File: src/hdl/abpm_pkg.sv
`timescale 1ns / 1ps
// ----------------------------------------------------------------------------
// abpm_pkg: shared types, constants and float helpers
// Sample formats, register indexes, pipeline structs and the double/single
// conversion functions used by the peak meter.
// ----------------------------------------------------------------------------
package abpm_pkg;

	localparam int LANE_LIMIT       = 8;
	localparam int MAX_CHANNELS_DEF = 8;
	localparam int CHAN_W           = 3;
	localparam int COUNT_W          = 4;
	localparam int FMT_W            = 3;
	localparam int IDX_W            = 2;
	localparam int WDATA_W          = 32;

	localparam logic [FMT_W-1:0] FMT_S16 = 3'd0;
	localparam logic [FMT_W-1:0] FMT_S32 = 3'd1;
	localparam logic [FMT_W-1:0] FMT_F32 = 3'd2;
	localparam logic [FMT_W-1:0] FMT_F64 = 3'd3;

	localparam logic [IDX_W-1:0] REG_SAMPLE_FORMAT = 2'd0;
	localparam logic [IDX_W-1:0] REG_CHANNEL_COUNT = 2'd1;

	// integer peaks are scaled down by these powers of two
	localparam logic [4:0] SHIFT_S16 = 5'd15;
	localparam logic [4:0] SHIFT_S32 = 5'd31;

	typedef struct packed {
		logic [FMT_W-1:0]   fmt;
		logic [CHAN_W-1:0]  ch;
		logic [COUNT_W-1:0] count;
		logic               sup;
		logic               last;
		logic [63:0]        block_time;
	} meta_t;

	typedef struct packed {
		logic               sign;
		logic [31:0]        mag;
		logic signed [9:0]  scale;
		logic [5:0]         lz;
		logic               zero;
		logic               inf;
		logic               nan;
		logic               pass;
		logic [63:0]        raw;
	} dec_t;

	typedef struct packed {
		logic [FMT_W-1:0]   fmt;
		logic [COUNT_W-1:0] count;
		logic               ok;
		logic [63:0]        block_time;
	} blk_ctl_t;

	typedef struct packed {
		logic [FMT_W-1:0]  fmt;
		logic [CHAN_W-1:0] ch;
		logic              last;
		logic              ok;
		logic [63:0]       block_time;
	} res_meta_t;

	// strict less-than on non-NaN doubles; zeros of either sign are equal
	function automatic logic dbl_lt(input logic [63:0] a, input logic [63:0] b);
		logic r;
		if (a[62:0] == 63'd0 && b[62:0] == 63'd0) r = 1'b0;
		else if (a[63] != b[63]) r = a[63];
		else if (!a[63]) r = a[62:0] < b[62:0];
		else r = a[62:0] > b[62:0];
		return r;
	endfunction

	// split a raw sample into sign, magnitude and binary scale; doubles pass through
	function automatic dec_t decode(input logic [63:0] raw, input logic [FMT_W-1:0] fmt);
		dec_t r;
		r = '0;
		r.raw = raw;
		if (fmt == FMT_S16) begin
			r.sign = raw[15];
			r.mag  = raw[15] ? (32'd0 - {16'hffff, raw[15:0]}) : {16'd0, raw[15:0]};
		end else if (fmt == FMT_S32) begin
			r.sign = raw[31];
			r.mag  = raw[31] ? (32'd0 - raw[31:0]) : raw[31:0];
		end else if (fmt == FMT_F32) begin
			r.sign = raw[31];
			if (raw[30:23] == 8'hff) begin
				r.inf = raw[22:0] == 23'd0;
				r.nan = raw[22:0] != 23'd0;
			end else if (raw[30:23] == 8'd0) begin
				r.mag   = {9'd0, raw[22:0]};
				r.scale = -10'sd149;
			end else begin
				r.mag   = {8'd0, 1'b1, raw[22:0]};
				r.scale = $signed({2'b00, raw[30:23]}) - 10'sd150;
			end
		end else begin
			r.pass = 1'b1;
		end
		r.zero = r.mag == 32'd0;
		for (int i = 0; i < 32; i++) begin
			if (r.mag[i]) r.lz = 6'(31 - i);
		end
		return r;
	endfunction

	// normalize a decoded sample into a double
	function automatic logic [63:0] build_double(input dec_t x);
		logic [63:0] d;
		logic [31:0] m;
		logic signed [11:0] ev;
		m  = x.mag << x.lz;
		ev = 12'(x.scale) + 12'sd1054 - $signed({6'd0, x.lz});
		if (x.pass) d = x.raw;
		else if (x.inf) d = {x.sign, 11'h7ff, 52'd0};
		else if (x.zero || x.nan) d = 64'd0;
		else d = {x.sign, ev[10:0], m[30:0], 21'd0};
		return d;
	endfunction

	// double to single, round to nearest even, overflow to infinity
	function automatic logic [31:0] dbl_to_single(input logic [63:0] d);
		logic               s;
		logic [10:0]        ex;
		logic signed [12:0] e;
		logic signed [12:0] shs;
		logic [5:0]         sh;
		logic [7:0]         ef;
		logic [116:0]       w;
		logic [23:0]        q;
		logic               rb;
		logic               st;
		logic [30:0]        body;
		logic [31:0]        r;
		s  = d[63];
		ex = d[62:52];
		e  = $signed({2'b00, ex}) - 13'sd1023;
		if (e >= -13'sd126) begin
			shs = 13'sd29;
			ef  = 8'(e + 13'sd127);
		end else begin
			shs = -e - 13'sd97;
			ef  = 8'd0;
		end
		sh   = (shs > 13'sd63) ? 6'd63 : 6'(shs);
		w    = {1'b1, d[51:0], 64'd0} >> sh;
		q    = w[87:64];
		rb   = w[63];
		st   = |w[62:0];
		body = {ef, q[22:0]} + {30'd0, rb & (st | q[0])};
		if (ex == 11'd0) r = {s, 31'd0};
		else if (ex == 11'h7ff || e > 13'sd127) r = {s, 8'hff, 23'd0};
		else r = {s, body};
		return r;
	endfunction

	// divide a single by 2^k, round to nearest even on underflow
	function automatic logic [31:0] single_scale(input logic [31:0] b, input logic [4:0] k);
		logic [7:0]  ex;
		logic [23:0] m;
		logic [5:0]  sh;
		logic [55:0] w;
		logic [23:0] q;
		logic        rb;
		logic        st;
		logic [30:0] body;
		logic [31:0] r;
		ex   = b[30:23];
		m    = (ex == 8'd0) ? {1'b0, b[22:0]} : {1'b1, b[22:0]};
		sh   = (ex == 8'd0) ? {1'b0, k} : ({1'b0, k} + 6'd1 - 6'(ex));
		w    = {m, 32'd0} >> sh;
		q    = w[55:32];
		rb   = w[31];
		st   = |w[30:0];
		body = {8'd0, q[22:0]} + {30'd0, rb & (st | q[0])};
		if (k == 5'd0 || ex == 8'hff || b[30:0] == 31'd0) r = b;
		else if (ex > {3'd0, k}) r = {b[31], ex - {3'd0, k}, b[22:0]};
		else r = {b[31], body};
		return r;
	endfunction

endpackage

File: src/hdl/abpm_if.sv


interface abpm_out_if;
	logic        valid;
	logic        ready;
	logic [2:0]  channel_index;
	logic [31:0] min_peak;
	logic [31:0] max_peak;
	logic signed [63:0] block_time;
	logic        peaks_valid;
	logic        last_of_block;
	modport source(output valid, channel_index, min_peak, max_peak, block_time,
		peaks_valid, last_of_block, input ready);
	modport sink(input valid, channel_index, min_peak, max_peak, block_time,
		peaks_valid, last_of_block, output ready);
endinterface


File: src/hdl/abpm_back.sv
`timescale 1ns / 1ps
// ----------------------------------------------------------------------------
// abpm_back: block queue and result drain
// Holds one finished block, reads one channel a cycle unless stalled and
// converts peaks to single precision in two stages into the output register.
// ----------------------------------------------------------------------------
module abpm_back #(
	parameter int MAX_CHANNELS = abpm_pkg::MAX_CHANNELS_DEF,
	parameter int LANES = (MAX_CHANNELS < abpm_pkg::LANE_LIMIT) ? MAX_CHANNELS
		: abpm_pkg::LANE_LIMIT
) (
	input  logic                   clk,
	input  logic                   arst_n,
	input  logic                   push,
	input  abpm_pkg::blk_ctl_t     push_ctl,
	input  logic [LANES-1:0][63:0] push_min,
	input  logic [LANES-1:0][63:0] push_max,
	output logic                   full,
	abpm_out_if.source             peaks
);
	import abpm_pkg::*;

	localparam int CH_W = (LANES > 1) ? $clog2(LANES) : 1;

	logic [LANES-1:0][63:0] bank_min_q, bank_max_q;
	blk_ctl_t               ctl_q;
	logic                   full_q;
	logic [CH_W-1:0]        idx_q;
	logic                   last_rd;
	logic                   rd;
	logic                   en1, en2, en3;
	logic [4:0]             k_b2;

	logic        v_b1, v_b2, v_b3;
	res_meta_t   meta_b1, meta_b2, meta_b3;
	logic [63:0] dmin_b1, dmax_b1;
	logic [31:0] fmin_b2, fmax_b2;
	logic [31:0] smin_b3, smax_b3;

	assign en3     = !v_b3 || peaks.ready;
	assign en2     = !v_b2 || en3;
	assign en1     = !v_b1 || en2;
	assign rd      = full_q && en1;
	assign last_rd = ({{(COUNT_W-CH_W){1'b0}}, idx_q} + 4'd1) == ctl_q.count;
	assign full    = full_q;

	always_ff @(posedge clk or negedge arst_n) begin
		if (!arst_n) begin
			full_q <= 1'b0;
			idx_q  <= '0;
		end else if (push) begin
			full_q <= 1'b1;
			idx_q  <= '0;
		end else if (rd) begin
			if (last_rd) full_q <= 1'b0;
			idx_q <= last_rd ? '0 : idx_q + 1'b1;
		end
	end

	always_ff @(posedge clk) begin
		if (push) begin
			bank_min_q <= push_min;
			bank_max_q <= push_max;
			ctl_q      <= push_ctl;
		end
	end

	always_ff @(posedge clk or negedge arst_n) begin
		if (!arst_n) begin
			v_b1 <= 1'b0;
			v_b2 <= 1'b0;
			v_b3 <= 1'b0;
		end else begin
			if (en1) v_b1 <= rd;
			if (en2) v_b2 <= v_b1;
			if (en3) v_b3 <= v_b2;
		end
	end

	always_comb begin
		unique case (meta_b2.fmt)
			FMT_S16: k_b2 = SHIFT_S16;
			FMT_S32: k_b2 = SHIFT_S32;
			default: k_b2 = 5'd0;
		endcase
	end

	always_ff @(posedge clk) begin
		if (en1) begin
			dmin_b1            <= bank_min_q[idx_q];
			dmax_b1            <= bank_max_q[idx_q];
			meta_b1.fmt        <= ctl_q.fmt;
			meta_b1.ch         <= 3'(idx_q);
			meta_b1.last       <= last_rd;
			meta_b1.ok         <= ctl_q.ok;
			meta_b1.block_time <= ctl_q.block_time;
		end
		if (en2) begin
			fmin_b2 <= dbl_to_single(dmin_b1);
			fmax_b2 <= dbl_to_single(dmax_b1);
			meta_b2 <= meta_b1;
		end
		if (en3) begin
			smin_b3 <= meta_b2.ok ? single_scale(fmin_b2, k_b2) : 32'd0;
			smax_b3 <= meta_b2.ok ? single_scale(fmax_b2, k_b2) : 32'd0;
			meta_b3 <= meta_b2;
		end
	end

	assign peaks.valid         = v_b3;
	assign peaks.channel_index = meta_b3.ch;
	assign peaks.min_peak      = smin_b3;
	assign peaks.max_peak      = smax_b3;
	assign peaks.block_time    = meta_b3.block_time;
	assign peaks.peaks_valid   = meta_b3.ok;
	assign peaks.last_of_block = meta_b3.last;

endmodule

File: src/flat_wrapper.sv
// flat-port wrapper written by rule: the top's interface ports become plain ports
module abpm_back_flat import abpm_pkg::*;
#(
	parameter int MAX_CHANNELS = abpm_pkg::MAX_CHANNELS_DEF,
	parameter int LANES = (MAX_CHANNELS < abpm_pkg::LANE_LIMIT) ? MAX_CHANNELS
		: abpm_pkg::LANE_LIMIT
)
  (clk, arst_n, push, push_ctl, push_min, push_max, full, peaks_valid, peaks_channel_index, peaks_min_peak, peaks_max_peak, peaks_block_time, peaks_peaks_valid, peaks_last_of_block, peaks_ready);
  abpm_out_if peaks_i ();
  input  logic clk;
  input  logic arst_n;
  input  logic push;
  input  abpm_pkg::blk_ctl_t push_ctl;
  input  logic [LANES-1:0][63:0] push_min;
  input  logic [LANES-1:0][63:0] push_max;
  output logic full;
  output wire logic [$bits(peaks_i.valid)-1:0] peaks_valid;
  output wire logic [$bits(peaks_i.channel_index)-1:0] peaks_channel_index;
  output wire logic [$bits(peaks_i.min_peak)-1:0] peaks_min_peak;
  output wire logic [$bits(peaks_i.max_peak)-1:0] peaks_max_peak;
  output wire logic [$bits(peaks_i.block_time)-1:0] peaks_block_time;
  output wire logic [$bits(peaks_i.peaks_valid)-1:0] peaks_peaks_valid;
  output wire logic [$bits(peaks_i.last_of_block)-1:0] peaks_last_of_block;
  input wire logic [$bits(peaks_i.ready)-1:0] peaks_ready;
  assign peaks_valid = peaks_i.valid;
  assign peaks_channel_index = peaks_i.channel_index;
  assign peaks_min_peak = peaks_i.min_peak;
  assign peaks_max_peak = peaks_i.max_peak;
  assign peaks_block_time = peaks_i.block_time;
  assign peaks_peaks_valid = peaks_i.peaks_valid;
  assign peaks_last_of_block = peaks_i.last_of_block;
  assign peaks_i.ready = peaks_ready;
  abpm_back #(.MAX_CHANNELS(MAX_CHANNELS), .LANES(LANES)) u_core (.clk(clk), .arst_n(arst_n), .push(push), .push_ctl(push_ctl), .push_min(push_min), .push_max(push_max), .full(full), .peaks(peaks_i));
endmodule
File: config.mk
export PLATFORM = sky130hd
export DESIGN_NAME = abpm_back_flat
export DESIGN_NICKNAME = d
export VERILOG_FILES = /design/src/hdl/abpm_pkg.sv /design/src/hdl/abpm_if.sv /design/src/hdl/abpm_back.sv /design/src/flat_wrapper.sv
export SDC_FILE = /design/constraint.sdc
export NUM_CORES = 2
export LEC_CHECK = 0
export BUFFER_PORTS_ARGS = -buffer_cell sky130_fd_sc_hd__buf_2
export CAP_MARGIN = 20
export CORE_AREA = 2 2 488 490
export CTS_CLUSTER_DIAMETER = 40
export CTS_CLUSTER_SIZE = 10
export DETAILED_ROUTE_END_ITERATION = 8
export DIE_AREA = 0 0 490 492
export SYNTH_ARGS = -nofsm -noshare
export SYNTH_HDL_FRONTEND = slang
export SYNTH_SLANG_ARGS = --single-unit
File: constraint.sdc
create_clock -name clk -period 7.4 [get_ports clk]
set_clock_uncertainty 0.1 [all_clocks]
set_input_delay 1.48 -clock clk [delete_from_list [all_inputs] [get_ports clk]]
set_output_delay 1.48 -clock clk [all_outputs]
set_load 0.02 [all_outputs]
# --- Yosys cells after proc, flatten, opt, wreduce, memory -nomap -nowiden ---
# Cells that the tools add are included.
word_totals:
  ff_bits: 1572
  input_bits: 1100
  word_cells: 156
classes:
  add_sub_neg: 19
  n_lt_le_gt_ge: 9
  n_eq_ne: 6
  shift: 4
  muxes: 31
  bitwise_logic: 8
  reduce_logical: 30
op_table:
  columns: ["operator", "n"]
  rows:
  - ["binary-select mux 64 bit (select 3 bit)", 2]
  - ["right shift 117 x 6 -> 87 bit", 2]
  - ["2-to-1 mux 31 bit", 6]
  - ["2-to-1 mux 64 bit", 2]
  - ["OR reduction 63 bit", 2]
  - ["right shift 56 x 6 -> 55 bit", 2]
  - ["adder 31 x 1 -> 31 bit", 2]
  - ["logical NOT 31 bit", 2]
  - ["OR reduction 31 bit", 2]
  - ["2-to-1 mux 13 bit", 4]
  - ["adder 23 x 1 -> 24 bit", 2]
  - ["2-to-1 mux 24 bit", 2]
  - ["2-to-1 mux 8 bit", 4]
  - ["greater-than comparator 13 x 7 -> 1 bit, second input constant", 2]
  - ["negator 12 -> 13 bit", 2]
  - ["subtractor 13 x 8 -> 13 bit, second input constant", 2]
  - ["greater-or-equal comparator 12 x 8 -> 1 bit, second input constant", 2]
  - ["greater-than comparator 12 x 8 -> 1 bit, second input constant", 2]
  - ["2-to-1 mux 6 bit", 4]
  - ["subtractor 11 x 10 -> 12 bit, second input constant", 2]
  - ["== test 11 bit, second input constant", 2]
  - ["logical NOT 11 bit", 2]
  - ["adder 8 bit, second input constant", 2]
  - ["== test 8 bit, second input constant", 2]
  - ["other kinds (23)", 49]

# --- Longest topological paths before layout ---
depth:
  depth_word: 13
  depth_mapped: 28
  mapped_depth_nobuf: 23

# --- Least setup slack after synthesis ---
# No wires, ideal clock.
synth_path:
  path_kind: "input-to-reg"
  start: "input port peaks_ready"
  end: "register u_core.dmax_b1[0], enable pin"
  t_arrival_ps: 6158
  setup_slack_ps: -968
  cell_stages: 2
  path_cell_list: "nor2b_1 -> nand3_1"
synth_via:
  elab_chain_cells: 3
synth_rtl:
  columns: ["element", "line", "rtl"]
  rows:
  - ["start: declaration", "flat_wrapper.sv:24", "input wire logic [$bits(peaks_i.ready)-1:0] peaks_ready;"]
  - ["logical OR 1 bit", "abpm_back.sv:40", "assign en3 = !v_b3 || peaks.ready;"]
  - ["logical OR 1 bit", "abpm_back.sv:41", "assign en2 = !v_b2 || en3;"]
  - ["logical OR 1 bit", "abpm_back.sv:42", "assign en1 = !v_b1 || en2;"]
  - ["end signal: assignment", "abpm_back.sv:91", "dmax_b1 <= bank_max_q[idx_q];"]
  - ["end: declaration", "abpm_back.sv:36", "logic [63:0] dmin_b1, dmax_b1;"]
# No other way between the ends.
# A chain may end at the register's enable or synchronous reset.

# --- Worst setup path after layout ---
layout_path:
  start: "register u_core.dmax_b1[54]"
  end: "register u_core.fmax_b2[0], data pin"
layout_via:
  elab_chain_cells: 12
  word_cells_on_any_way: 18
  cone_classes: "add/sub: 4; order compare: 3; eq/ne: 1; shift: 1; mux: 3; bitwise: 2; reduce/logical: 4"
layout_rtl:
  columns: ["element", "line", "rtl"]
  rows:
  - ["subtractor 11 x 10 -> 12 bit", "abpm_pkg.sv:138", "e = $signed({2'b00, ex}) - 13'sd1023;"]
  - ["negator 12 -> 13 bit", "abpm_pkg.sv:143", "shs = -e - 13'sd97;"]
  - ["subtractor 13 x 8 -> 13 bit", "abpm_pkg.sv:143", null]
  - ["2-to-1 mux 13 bit", "abpm_pkg.sv:139", "if (e >= -13'sd126) begin"]
  - ["2-to-1 mux 13 bit", "abpm_back.sv:98", "if (en2) begin"]
  - ["greater-than comparator 13 x 7 -> 1 bit", "abpm_pkg.sv:146", "sh = (shs > 13'sd63) ? 6'd63 : 6'(shs);"]
  - ["2-to-1 mux 6 bit", "abpm_pkg.sv:146", null]
  - ["right shift 117 x 6 -> 87 bit", "abpm_pkg.sv:147", "w = {1'b1, d[51:0], 64'd0} >> sh;"]
  - ["OR reduction 63 bit", "abpm_pkg.sv:150", "st = |w[62:0];"]
  - ["OR 1 bit", "abpm_pkg.sv:151", "body = {ef, q[22:0]} + {30'd0, rb & (st | q[0])};"]
  - ["bitwise AND 1 bit", "abpm_pkg.sv:151", null]
  - ["adder 31 x 1 -> 31 bit", "abpm_pkg.sv:151", null]
  - ["end signal: assignment", "abpm_back.sv:100", "fmax_b2 <= dbl_to_single(dmax_b1);"]
  - ["end: declaration", "abpm_back.sv:37", "logic [31:0] fmin_b2, fmax_b2;"]
# Parallel ways exist; a longest one is shown, timed or not. The select of a mux whose other input is x is not followed.

==> metrics.md <==
| Metric | Value |
|---|---|
| Run status | finished clean |
| Post-synthesis instance total | just over 5000 |
| Launch instance of the worst register-to-register path | u_core.dmax_b1[54] |
| Data arrival at the endpoint of the critical path | roughly 7.5 ns |
| Sequential group share of total power | between 30% and 40% |
| Number of global-route vias before repair | 54900 |
| Max Clk Rate | 144 MHz |
| Relative slew slack | 21.1% |
| Source-to-sink clock delay at the later pin of the worst-skew pair | 0.96 ns |
| Slew @ Worst Pin | 1.18 ns |
| Crit path kind | reg -> reg |
| Via Count | 55900 |
| Ratio of cells with drive above 1 in the final layout | 38.4% |
| Power density cells | ~310 nW/µm² |
| Row count | 179 |
| Final GP Congestion | 0.964 |
| CTS tree | yes |
| Sort of element at the end of the critical path | flop |
| Number of flops mapped to enable cells by yosys | 1565 |
| Fill cell instance count of the final layout | 22000 |
| Distinct cell type count of the synthesized netlist | 117 |
| Hold-critical path endpoint | u_core.meta_b1[49] |
| Critical Path Start Type | flop |
| Period utilization | between 90% and 100% |
| Commonest non-fill, non-tap cells in the layout | 1565 x edfxtp_1, 1233 x buf_2, 461 x buf_4, 289 x nor2_1, 276 x clkbuf_16 |
| ANT nets after route | 0 |
| Bufs on Longest Clock Path | 4 |
| Wire length of the first global-routing pass | roughly 420 mm |
| Die Span Y | between 400 and 500 µm |
| Post-synthesis sequential element count | 1572 |
| Top-level I/O count | approximately 1200 |
| Post-placement setup slack | ~0.51 ns |
| H-tree level count | 5 |
| Dpl hpwl | 235 mm |
| # hold bufs at CTS | 0 |
| Initial standard-cell utilization of the core | a little under a third |
| Number of design rule violations left after detail routing | 0 |
| Overall routed net length | approximately 300 mm |
| Core Footprint | 236000 µm² |
| Switching power as a share of total power | 30.6% |
| Class of the worst hold path | reg -> reg |
| CTS clock-pin slew for the worst setup and hold paths | approximately 0.05 ns |
| Most frequent standard cell in the layout excluding fill and tap cells | edfxtp_1 |
| Sequential cell area fraction in the yosys report | between 60% and 70% |
| Final setup violation count | 0 |
| Relative contribution of the clock network to total power | 38.9% |
| Total of warnings raised by yosys | 0 |
| Worst ir drop on vdd | 0.225 mV |
| Largest stage delay on the critical path | ~0.65 ns |
| Number of gates resized after cts | 0 |
| Total standard cell area after synthesis | 74100 µm² |
| CP delay by family, top | simple AND/OR/NAND/NOR gates |
| Area of the die | ~240000 µm² |
| Worst Hold Launch | u_core.ctl_q[49] |
| FF-to-FF setup slack | ~0.44 ns |
| Post-synthesis async set-or-reset flop share | less than 1% |
| Endpoint of the worst-slack reg-to-reg timing path | u_core.fmax_b2[0] |
| Dominant synthesized flop cell | edfxtp_1 |
| Pin count of the biggest net entering global routing | ~190 |
| RSZ-0062 raised after global routing | no |
| WHS Path Cells | 0 |
| DP Cell Count | around 9700 |
| Number of sinks driven by the clock tree | roughly 1600 |
| Number of pins exceeding their max-slew limit in the final report | 0 |
| Total congestion overflow after global routing | 0 |
| Data required time at the worst endpoint | 7.94 ns |
| Ratio of routed vias to standard cells | about 5.4 |
| Pre-antenna DRT Iters | 6 |
| Average size of a mapped cell | roughly 15 µm² |
| Aggregate negative setup slack | 0 ns |
| Overall routing resource usage | 24.2% |
| Filler-free cell count of the finished design | 10300 |
| Clock Tree Root | clkbuf_16 |
| Worst Reg2Reg Path Length in Cells | 20 |
| Number of antenna violations at the first check in global routing | roughly 140 |
| Die boundary width | roughly 490 µm |
| Post-layout net count | between 7000 and 8000 |
| Final Hold Vio Count | 0 |
| Cell type with the highest occurrence count on the critical path | buf_4 |
| Drt initial violations | around 6000 |
| Routed len/inst | between 20 and 30 µm |
| Utilization of the core after routing | about two fifths |
| Part of the total power dissipated in combinational logic | between 20% and 30% |
| Postcts setup bufs | 0 |
| Maximum net fanout on the critical path | 15 |
| Final Worst Setup Slack | approximately 0.44 ns |
| Cell-by-cell listing of the critical path | nand3_4 -> nor2_1 -> xor2_1 -> inv_1 -> ha_1 -> xnor3_1 -> or3_4 -> or3_2 -> o21ai_4 -> nand3_1 -> buf_4 -> o21ai_1 -> buf_4 -> mux2i_1 -> nor4_1 -> buf_4 -> o21ai_0 -> nor4_1 -> a41oi_1 -> o311a_1 |
| Net switching power | about 9.2 mW |
| Cell-internal power | ~21 mW |
| Number of buffers and inverters on the critical path | 4 |
| Net count of the mapped netlist | about 6200 |
| Max_cap viols | 0 |
| PortBufs | roughly 1200 |
| Cts bufs inserted | 274 |
| Synthesis-to-layout area growth | 29.2% |
| Slowest stage cell on the critical path | edfxtp_1 |
| Leakage power summed over all cells | 34.7 nW |
| Period minus WS final | ~7.0 ns |
[worst register-to-register path: stages, from the launching register on]
cell and delay, ns:
edfxtp_1 0.65, nand3_4 0.18, nor2_1 0.23, xor2_1 0.56, inv_1 0.25, ha_1 0.31, xnor3_1 0.34, or3_4 0.36
or3_2 0.61, o21ai_4 0.61, nand3_1 0.20, buf_4 0.21, o21ai_1 0.13, buf_4 0.15, mux2i_1 0.08, nor4_1 0.59
buf_4 0.23, o21ai_0 0.13, nor4_1 0.33, a41oi_1 0.18, o311a_1 0.31
[synth_stat cells (all sizes together), types with 90 or more instances]
library cell	count	share of area [%]
mux4	270	8.2
nor4	90	0.97
a211oi	124	1.3
edfxtp	1565	63
nand3	201	1.4
a21oi	226	1.5
o21ai	181	1.3
mux2i	141	1.9
mux2	143	2.2
nand2	262	1.3
nor3	229	1.7
buf	143	1.0
nor2	296	1.5
clkbuf	180	0.91
[metal layers]
layer / vias up / track usage (%) / share of wire, %
met5: - / 0 / 0.11
met1: 28100 / 33.6 / 43
met3: 567 / 5.28 / 7.7
met2: 2858 / 36.9 / 45
met4: 56 / 9.61 / 4.3
li1: 24300 / - / -
[power by group through the flow]
stage | Clock (mW) | Combinational, mW | Sequential, mW
6_report | 11.7 | 6.92 | 11.4
4_1_cts | 11.9 | 6.83 | 11.4
3_5_place_dp | 0 | 6.80 | 11.6
5_1_grt | 12.3 | 7.36 | 11.5
3_3_place_gp | 0 | 6.83 | 11.5
2_1_floorplan | 0 | 3.83 | 11.3
[flip-flops by register name, indices dropped and copies added, names as in the netlist]
signal	count
u_core.full	1
u_core.peaks.valid	1
u_core.idx_q	3
u_core.peaks.channel_index	3
u_core.dmax_b1	64
u_core.fmax_b2	32
u_core.dmin_b1	64
u_core.meta_b1	72
u_core.bank_max_q	512
u_core.peaks.max_peak	32
u_core.peaks.block_time	64
u_core.peaks.last_of_block	1
u_core.ctl_q	72
u_core.fmin_b2	32
u_core.peaks.peaks_valid	1
u_core.v_b2	1
u_core.meta_b2	72
u_core.bank_min_q	512
u_core.peaks.min_peak	32
u_core.v_b1	1
[kinds of logic after synthesis]
logic type	synth area share (%)
flip-flops	63.7
AND/OR/NAND/NOR	10.0
AO/OA/AOI/OAI	9.95
multiplexers	12.3
buffers and inverters	2.21
XOR/XNOR	1.26
adder cells (fa/ha/maj)	0.611
[stage by stage]
| step | hold WS, ns | instance area, µm² | total power, mW |
|---|---|---|---|
| 6_report | 0.266 | 95700 | 30.0 |
| 5_1_grt | 0.264 | 95700 | 31.1 |
| 4_1_cts | 0.271 | 95400 | 30.1 |
| 3_5_place_dp | 0.305 | 87000 | 18.4 |
| 3_3_place_gp | 0.300 | 87000 | 18.4 |
| 2_1_floorplan | 0.300 | 74100 | 15.1 |
[how the worst max path moves through the flow]
stage | to | startpoint | cells after the start | slack (ns)
floorplan | u_core.fmin_b2[22] | u_core.dmin_b1[52] | 24 | 1.23
global placement | u_core.fmin_b2[28] | u_core.dmin_b1[54] | 26 | 0.60
detailed placement | u_core.fmax_b2[0] | u_core.dmax_b1[54] | 20 | 0.51
CTS | u_core.fmax_b2[24] | u_core.dmax_b1[54] | 20 | 0.53
global route | u_core.fmax_b2[25] | u_core.dmax_b1[54] | 20 | 0.15
finish | u_core.fmax_b2[0] | u_core.dmax_b1[54] | 20 | 0.44
[cell type report]
class                           count  area, µm²  share of cell area (%)
Clock inverter                    139       1340                    1.40
Antenna cell                      120        300                   0.314
Multi-Input combinational cell   3162      25400                    26.6
Tap cell                         3167       3960                    4.14
Timing Repair Buffer             1727      10300                    10.7
Inverter                           51        196                   0.205
Sequential cell                  1572      47200                    49.3
Clock buffer                      316       7060                    7.37
(Power assumes the default switching activity.)
